==> config.mk <==
export PLATFORM = sky130hd
export DESIGN_NAME = wodo_lane
export DESIGN_NICKNAME = d
export VERILOG_FILES = /design/src/hw/rtl/wodo_pkg.sv /design/src/hw/rtl/wodo_lane.sv
export VERILOG_INCLUDE_DIRS = /design/src /design/src/hw/rtl
export SDC_FILE = /design/constraint.sdc
export NUM_CORES = 2
export LEC_CHECK = 0
export BUFFER_PORTS_ARGS = -buffer_cell sky130_fd_sc_hd__buf_2
export CAP_MARGIN = 25
export CORE_UTILIZATION = 63
export DETAILED_ROUTE_END_ITERATION = 16
export GPL_ROUTABILITY_DRIVEN = 1
export PLACE_DENSITY = 0.82
export SLEW_MARGIN = 10
export SYNTH_ARGS = -nofsm -noshare
export SYNTH_HDL_FRONTEND = slang
export SYNTH_SLANG_ARGS = --single-unit
==> constraint.sdc <==
create_clock -name clock -period 10.98 [get_ports clock]
set_input_delay 2.196 -clock clock [delete_from_list [all_inputs] [get_ports clock]]
set_output_delay 2.196 -clock clock [all_outputs]
set_load 0.005 [all_outputs]
==> src/hw/rtl/wheel_odometry_ema_defines.svh <==
// -----------------------------------------------------------------------------
// Wheel odometry assertion macros
// Short forms for the concurrent checks used in the odometry RTL.
// -----------------------------------------------------------------------------
`ifndef WHEEL_ODOMETRY_EMA_DEFINES_SVH
`define WHEEL_ODOMETRY_EMA_DEFINES_SVH

// A condition that must hold at every clock edge outside reset.
`define WODO_ASSERT_ALWAYS(lbl, cond, msg) \
   lbl: assert property (@(posedge clock) disable iff (reset) (cond)) else $error(msg);

// A consequence that must hold in the same cycle as its antecedent.
`define WODO_ASSERT_IMPL(lbl, ante, cons, msg) \
   lbl: assert property (@(posedge clock) disable iff (reset) (ante) |-> (cons)) \
      else $error(msg);

// A consequence that must hold in the cycle after its antecedent.
`define WODO_ASSERT_NEXT(lbl, ante, cons, msg) \
   lbl: assert property (@(posedge clock) disable iff (reset) (ante) |=> (cons)) \
      else $error(msg);

`endif

==> src/hw/rtl/wodo_pkg.sv <==
// -----------------------------------------------------------------------------
// Wheel odometry package
// Widths, constants and the control and status types shared by the modules.
// -----------------------------------------------------------------------------
package wodo_pkg;

   localparam int CNT_W   = 32;
   localparam int DT_W    = 20;
   localparam int CM_W    = 24;
   localparam int ALPHA_W = 17;
   localparam int DIST_W  = 64;
   localparam int SPD_W   = 48;
   localparam int MAG_W   = CNT_W + CM_W;      // magnitude of one distance step
   localparam int NUM_W   = MAG_W + DT_W;      // magnitude times microseconds per second

   localparam int MUL_STEPS = CM_W;
   localparam int SCL_STEPS = DT_W;
   localparam int DIV_STEPS = SPD_W;
   localparam int EMA_STEPS = ALPHA_W;
   localparam int STEP_W    = $clog2(DIV_STEPS);

   localparam logic [DT_W-1:0]    US_PER_S = 20'd1000000;
   localparam logic [ALPHA_W-1:0] ONE_Q16  = 17'h10000;
   localparam logic [SPD_W-1:0]   SPD_MAX  = 48'h7FFF_FFFF_FFFF;
   localparam logic [SPD_W-1:0]   SPD_MIN  = 48'h8000_0000_0000;

   localparam logic [CM_W-1:0]    CM_RESET    = 24'd65536;
   localparam logic [ALPHA_W-1:0] ALPHA_RESET = 17'd19661;

   localparam int CSR_IDX_W  = 1;
   localparam int CSR_DATA_W = CM_W;
   localparam logic [CSR_IDX_W-1:0] CSR_CM_PER_PULSE  = 1'd0;
   localparam logic [CSR_IDX_W-1:0] CSR_EMA_ALPHA_NEW = 1'd1;

   typedef struct packed {
      logic               start;
      logic [DT_W-1:0]    dt;
      logic [CM_W-1:0]    cm;
      logic [ALPHA_W-1:0] alpha;
   } wodo_ctl_type;

   typedef struct packed {
      logic busy;
      logic done;
   } wodo_sts_type;

endpackage

==> src/hw/rtl/wodo_lane.sv <==
// -----------------------------------------------------------------------------
// Wheel odometry lane
// One wheel: count delta, bit-serial scaling, distance accumulation, bit-serial
// speed division with saturation and a bit-serial moving-average filter.
// -----------------------------------------------------------------------------
`include "wheel_odometry_ema_defines.svh"

module wodo_lane
   import wodo_pkg::*;
(
   input  logic                     clock,
   input  logic                     reset,
   input  wodo_ctl_type             ctl,
   input  logic signed [CNT_W-1:0]  count,
   output wodo_sts_type             sts,
   output logic signed [DIST_W-1:0] distance,
   output logic signed [SPD_W-1:0]  speed
);

   typedef enum logic [3:0] {
      L_IDLE, L_MUL, L_SCL, L_DSET, L_DIV, L_RAW, L_DIFF, L_EMA, L_FIN
   } lane_state_type;

   lane_state_type      state_ff;
   logic [STEP_W-1:0]   cnt_ff;
   logic [CNT_W-1:0]    prev_ff;
   logic                neg_ff;
   logic [CNT_W-1:0]    md_ff;
   logic [MAG_W-1:0]    mul_ff;   // {partial sum, remaining multiplier bits}
   logic [NUM_W-1:0]    scl_ff;
   logic                ovf_ff;
   logic [DT_W-1:0]     rem_ff;
   logic [SPD_W-1:0]    quo_ff;   // dividend bits shift out, quotient bits shift in
   logic [SPD_W-1:0]    raw_ff;
   logic [SPD_W:0]      diff_ff;
   logic [SPD_W+2+ALPHA_W-1:0] ema_ff;
   logic [DIST_W-1:0]   dist_ff;
   logic [SPD_W-1:0]    speed_ff;

   logic [CNT_W-1:0]    delta;
   logic [CNT_W-1:0]    mag_delta;
   logic [CNT_W:0]      mul_sum;
   logic [MAG_W:0]      scl_sum;
   logic [DIST_W-1:0]   step_dist;
   logic                ovf_in;
   logic [DT_W:0]       div_trial;
   logic                div_ge;
   logic [DT_W:0]       div_diff;
   logic                pos_sat;
   logic                neg_sat;
   logic [SPD_W-1:0]    raw_in;
   logic [SPD_W:0]      diff_in;
   logic [ALPHA_W-1:0]  alpha_clamped;
   logic [SPD_W+1:0]    ema_sum;

   assign delta     = count - prev_ff;
   assign mag_delta = delta[CNT_W-1] ? -delta : delta;

   assign mul_sum = {1'b0, mul_ff[MAG_W-1:CM_W]} + (mul_ff[0] ? {1'b0, md_ff} : '0);
   assign scl_sum = {1'b0, scl_ff[NUM_W-1:DT_W]} + (scl_ff[0] ? {1'b0, mul_ff} : '0);

   assign step_dist = neg_ff ? -{{(DIST_W-MAG_W){1'b0}}, mul_ff}
                             :  {{(DIST_W-MAG_W){1'b0}}, mul_ff};

   // The quotient fits in 48 bits only if the part of the dividend above them
   // is already smaller than the divisor.
   assign ovf_in = scl_ff[NUM_W-1:SPD_W] >= {{(NUM_W-SPD_W-DT_W){1'b0}}, ctl.dt};

   assign div_trial = {rem_ff, quo_ff[SPD_W-1]};
   assign div_ge    = div_trial >= {1'b0, ctl.dt};
   assign div_diff  = div_trial - {1'b0, ctl.dt};

   assign pos_sat = ovf_ff || quo_ff[SPD_W-1];
   assign neg_sat = ovf_ff || (quo_ff[SPD_W-1] && (|quo_ff[SPD_W-2:0]));
   assign raw_in  = neg_ff ? (neg_sat ? SPD_MIN : -quo_ff)
                           : (pos_sat ? SPD_MAX : quo_ff);

   // new = old + floor((raw - old) * alpha / 2^16), same as the weighted form.
   assign diff_in       = {raw_ff[SPD_W-1], raw_ff} - {speed_ff[SPD_W-1], speed_ff};
   assign alpha_clamped = (ctl.alpha > ONE_Q16) ? ONE_Q16 : ctl.alpha;
   assign ema_sum = ema_ff[SPD_W+2+ALPHA_W-1:ALPHA_W]
                  + (ema_ff[0] ? {diff_ff[SPD_W], diff_ff} : '0);

   always_ff @(posedge clock) begin
      if (reset) begin
         state_ff <= L_IDLE;
         cnt_ff   <= '0;
         prev_ff  <= '0;
         dist_ff  <= '0;
         speed_ff <= '0;
      end else begin
         case (state_ff)
            L_IDLE: begin
               if (ctl.start) begin
                  prev_ff  <= count;
                  neg_ff   <= delta[CNT_W-1];
                  md_ff    <= mag_delta;
                  mul_ff   <= {{CNT_W{1'b0}}, ctl.cm};
                  cnt_ff   <= '0;
                  state_ff <= L_MUL;
               end
            end
            L_MUL: begin
               mul_ff <= {mul_sum, mul_ff[CM_W-1:1]};
               if (cnt_ff == STEP_W'(MUL_STEPS - 1)) begin
                  scl_ff   <= {{MAG_W{1'b0}}, US_PER_S};
                  cnt_ff   <= '0;
                  state_ff <= L_SCL;
               end else begin
                  cnt_ff <= cnt_ff + 1'b1;
               end
            end
            L_SCL: begin
               scl_ff <= {scl_sum, scl_ff[DT_W-1:1]};
               cnt_ff <= cnt_ff + 1'b1;
               if (cnt_ff == STEP_W'(SCL_STEPS - 1)) begin
                  state_ff <= L_DSET;
               end
            end
            L_DSET: begin
               ovf_ff   <= ovf_in;
               rem_ff   <= scl_ff[SPD_W+DT_W-1:SPD_W];
               quo_ff   <= scl_ff[SPD_W-1:0];
               dist_ff  <= dist_ff + step_dist;
               cnt_ff   <= '0;
               state_ff <= L_DIV;
            end
            L_DIV: begin
               rem_ff <= div_ge ? div_diff[DT_W-1:0] : div_trial[DT_W-1:0];
               quo_ff <= {quo_ff[SPD_W-2:0], div_ge};
               cnt_ff <= cnt_ff + 1'b1;
               if (cnt_ff == STEP_W'(DIV_STEPS - 1)) begin
                  state_ff <= L_RAW;
               end
            end
            L_RAW: begin
               raw_ff   <= raw_in;
               state_ff <= L_DIFF;
            end
            L_DIFF: begin
               diff_ff  <= diff_in;
               ema_ff   <= {{(SPD_W+2){1'b0}}, alpha_clamped};
               cnt_ff   <= '0;
               state_ff <= L_EMA;
            end
            L_EMA: begin
               ema_ff <= {ema_sum[SPD_W+1], ema_sum, ema_ff[ALPHA_W-1:1]};
               cnt_ff <= cnt_ff + 1'b1;
               if (cnt_ff == STEP_W'(EMA_STEPS - 1)) begin
                  state_ff <= L_FIN;
               end
            end
            L_FIN: begin
               speed_ff <= speed_ff + ema_ff[SPD_W+ALPHA_W-2:ALPHA_W-1];
               state_ff <= L_IDLE;
            end
            default: begin
               state_ff <= L_IDLE;
            end
         endcase
      end
   end

   assign sts.busy = (state_ff != L_IDLE);
   assign sts.done = (state_ff == L_FIN);
   assign distance = dist_ff;
   assign speed    = speed_ff;

   `WODO_ASSERT_IMPL(a_start_when_idle, ctl.start, state_ff == L_IDLE, "lane started while busy")
   `WODO_ASSERT_IMPL(a_div_rem_bound, (state_ff == L_DIV) && !ovf_ff, rem_ff < ctl.dt, "remainder not below divisor")
   `WODO_ASSERT_IMPL(a_div_count, state_ff == L_DIV, cnt_ff < STEP_W'(DIV_STEPS), "division ran past its steps")

endmodule

==> run_results.csv <==
group,metric,value,unit
run_status,outcome,"finished clean",
routing,drc,0,
place,dp.cells,6002,
worst_setup_path,required,11.50,ns
worst_setup_path,rrSetupSlack,4.45,ns
worst_setup_path,crit_type,"reg2reg",
global_routing,grt_start_max_net_pins,96,
timing,max_clock_freq,153,MHz
timing,period_minus_slack,6.53,ns
floorplanning,dieWidth,263,µm
cts,post_cts_resized,0,
timing,finalClockSkew,0.0245,ns
cts,cts_hold_buf,0,
place,placed_cell_area,44600,µm²
synthesis,yosysWarnings,0,
cts,clock_path_buffers,3,
worst_setup_path,worstPathArrival,7.05,ns
worst_hold_path,min_path_type,"reg2reg",
routing,drt_first_pass_iters,6,
timing,rsz0062_at_grt,"false",
routing,wire_per_inst,19.0,µm
cts,cts_buffers,66,
pwr,p_seq_frac,0.354,
synthesis,ys_ff_latch,551,
final_layout,instances_no_fill,6126,
place,place_ws,4.60,ns
routing,drtIter0Drc,3371,
global_routing,grt_pass1_vias,36000,
timing,max_slew_margin,0.284,
floorplanning,die-area,69200,µm²
final_layout,final_cell_mix,"nand2_1, a21oi_1, nor2_1",
cts,cts_root_buf,"clkbuf_16",
pwr,powerDensity,164,nW/µm²
routing,via_per_inst,6.24,
synthesis,syn_nets,5582,
synthesis,synth-edff-count,397,
worst_setup_path,startpoint_type,"flop",
final_layout,fin_nets,5689,
timing,setup_viol,0,
global_routing,grt-ovfl-total,0,
synthesis,synth_cell_type_count,88,
timing,timing.setup.tns,0,ns
floorplanning,chipHeight,263,µm
cts,cts_setup_buffers,0,
final_layout,synthToLayoutAreaGrowth,9.29,%
floorplanning,design.core.area,67300,µm²
floorplanning,rows,95,
final_layout,drive_gt1_frac,0.0775,
synthesis,ys_seq_area_frac,0.349,
timing,finalHoldViolCount,0,
final_layout,final_cell_area,46900,µm²
pwr,max-vdd-ir-drop,0.000139,V
synthesis,avgSynthCellArea,8.43,µm²
routing,drt_wl_total,117,mm
global_routing,antenna_found_initial,2,
pwr,switchingPower,2.77,mW
final_layout,final_common_cell,"nand2_1",
global_routing,grt_pass1_wl,185,mm
synthesis,syn_area,42900,µm²
job,max-cap-violations,0,
synthesis,async_reset_ff_frac,0,
worst_setup_path,end_kind,"flop",
timing,slew_viol_final,0,
synthesis,syn_inst,5093,
synthesis,ys.flop_type,"edfxtp_1",
routing,num_vias,38200,
global_routing,grt_usage,0.328,
pwr,comb_power_share,0.345,
cts,htree_levels,3,
pwr,netSwitchingFraction,0.361,
pwr,p_leak,19.5,nW
timing,final.setup.worst_slack,4.45,ns
place,gp_congestion,0.982,
routing,ant_nets,0,
cts,clkTransAtPathRegs,0.06,ns
floorplanning,io_pins,210,
worst_setup_path,crit_fanout,6,
pwr,power,7.69,mW
timing,tightest_slew,1.07,ns
place,place_hpwl,87.3,mm
timing,period_share,0.595,
cts,cts_sinks,551,
pwr,internal-power,4.92,mW
cts,cts_tree,"built",
pwr,clkPwrFrac,0.301,
final_layout,fin_util,0.698,
timing,hold_slack,0.452,ns
place,io_buffers,209,
floorplanning,start_util,0.638,
cts,clock_latency,0.62,ns
[layout make-up]
cell class              instances  area, µm²
clock inverters                30        405
diodes                          1       2.50
multi-input cells            4122      26400
inverters                     212        796
repair buffers                247       1360
well taps                     873       1090
flip-flops and latches        551      15000
clock buffers                  90       1860
fillers                      5307      20300
[cells in the mapped netlist, drive strengths merged (100+ instances only)]
cell / number / area share
a21o: 208 / 0.036
a21oi: 565 / 0.066
and2: 157 / 0.023
clkbuf: 187 / 0.016
dfxtp: 154 / 0.072
edfxtp: 397 / 0.28
ha: 385 / 0.11
inv: 212 / 0.019
nand2: 708 / 0.062
nand3: 100 / 0.012
nor2: 423 / 0.037
o21ai: 265 / 0.031
xnor2: 240 / 0.049
xor2: 130 / 0.027
[worst max-delay path: stages, from the launching register on]
cell and delay, ns:
edfxtp_1 0.48, or3_1 0.42, or3_1 0.38, nor3_1 0.21, or3b_1 0.45, nor4_1 0.74, nand3_1 0.35, o21ai_0 0.30
xnor2_1 0.17, ha_1 0.28, a21oi_1 0.30, o2111ai_1 0.17, a221oi_1 0.23, a21oi_1 0.13, a21o_1 0.20, a2111oi_0 0.80
nor2_1 0.11, o21ai_0 0.23, xnor2_1 0.17, a21oi_1 0.10, a31o_2 0.23
[per-layer routing]
layer / vias up / part of all wire / GRT usage
met5: - / 0.000077 / 0
met2: 1378 / 0.48 / 0.560
li1: 18600 / - / -
met1: 17800 / 0.40 / 0.397
met3: 382 / 0.061 / 0.0430
met4: 2 / 0.062 / 0.191
[cells by family after synthesis]
group,Yosys count,share of synthesized area
mux,11,0.00259
flops,551,0.349
fa+ha+maj,393,0.116
simple gates,1858,0.204
compound gates,1490,0.216
buf+inv,420,0.0375
xor+xnor,370,0.0755
[state kept, by name, indices dropped and copies added, names as in the netlist]
| register | cells |
|---|---|
| distance | 64 |
| mul_ff | 56 |
| raw_ff | 48 |
| scl_ff | 76 |
| diff_ff | 49 |
| md_ff | 32 |
| cnt_ff | 6 |
| rem_ff | 20 |
| speed | 48 |
| ovf_ff | 1 |
| neg_ff | 1 |
| prev_ff | 32 |
| ema_ff | 66 |
| state_ff | 4 |
| quo_ff | 48 |
[worst paths after layout]
kind / from / to / cells after the start
max: mul_ff[13] / distance[63] / 20
min reg2reg: prev_ff[28] / prev_ff[28] / 2
min: prev_ff[28] / prev_ff[28] / 2
max reg2reg: mul_ff[13] / distance[63] / 20
[power by group through the flow]
stage               combinational (mW)  clock, mW  sequential [mW]
floorplan                         1.98          0             2.66
global placement                  2.54          0             2.75
detailed placement                2.59          0             2.75
CTS                               2.61       2.34             2.71
global route                      2.92       2.41             2.73
finish                            2.65       2.32             2.72
Power figures use the tool's default switching activity.
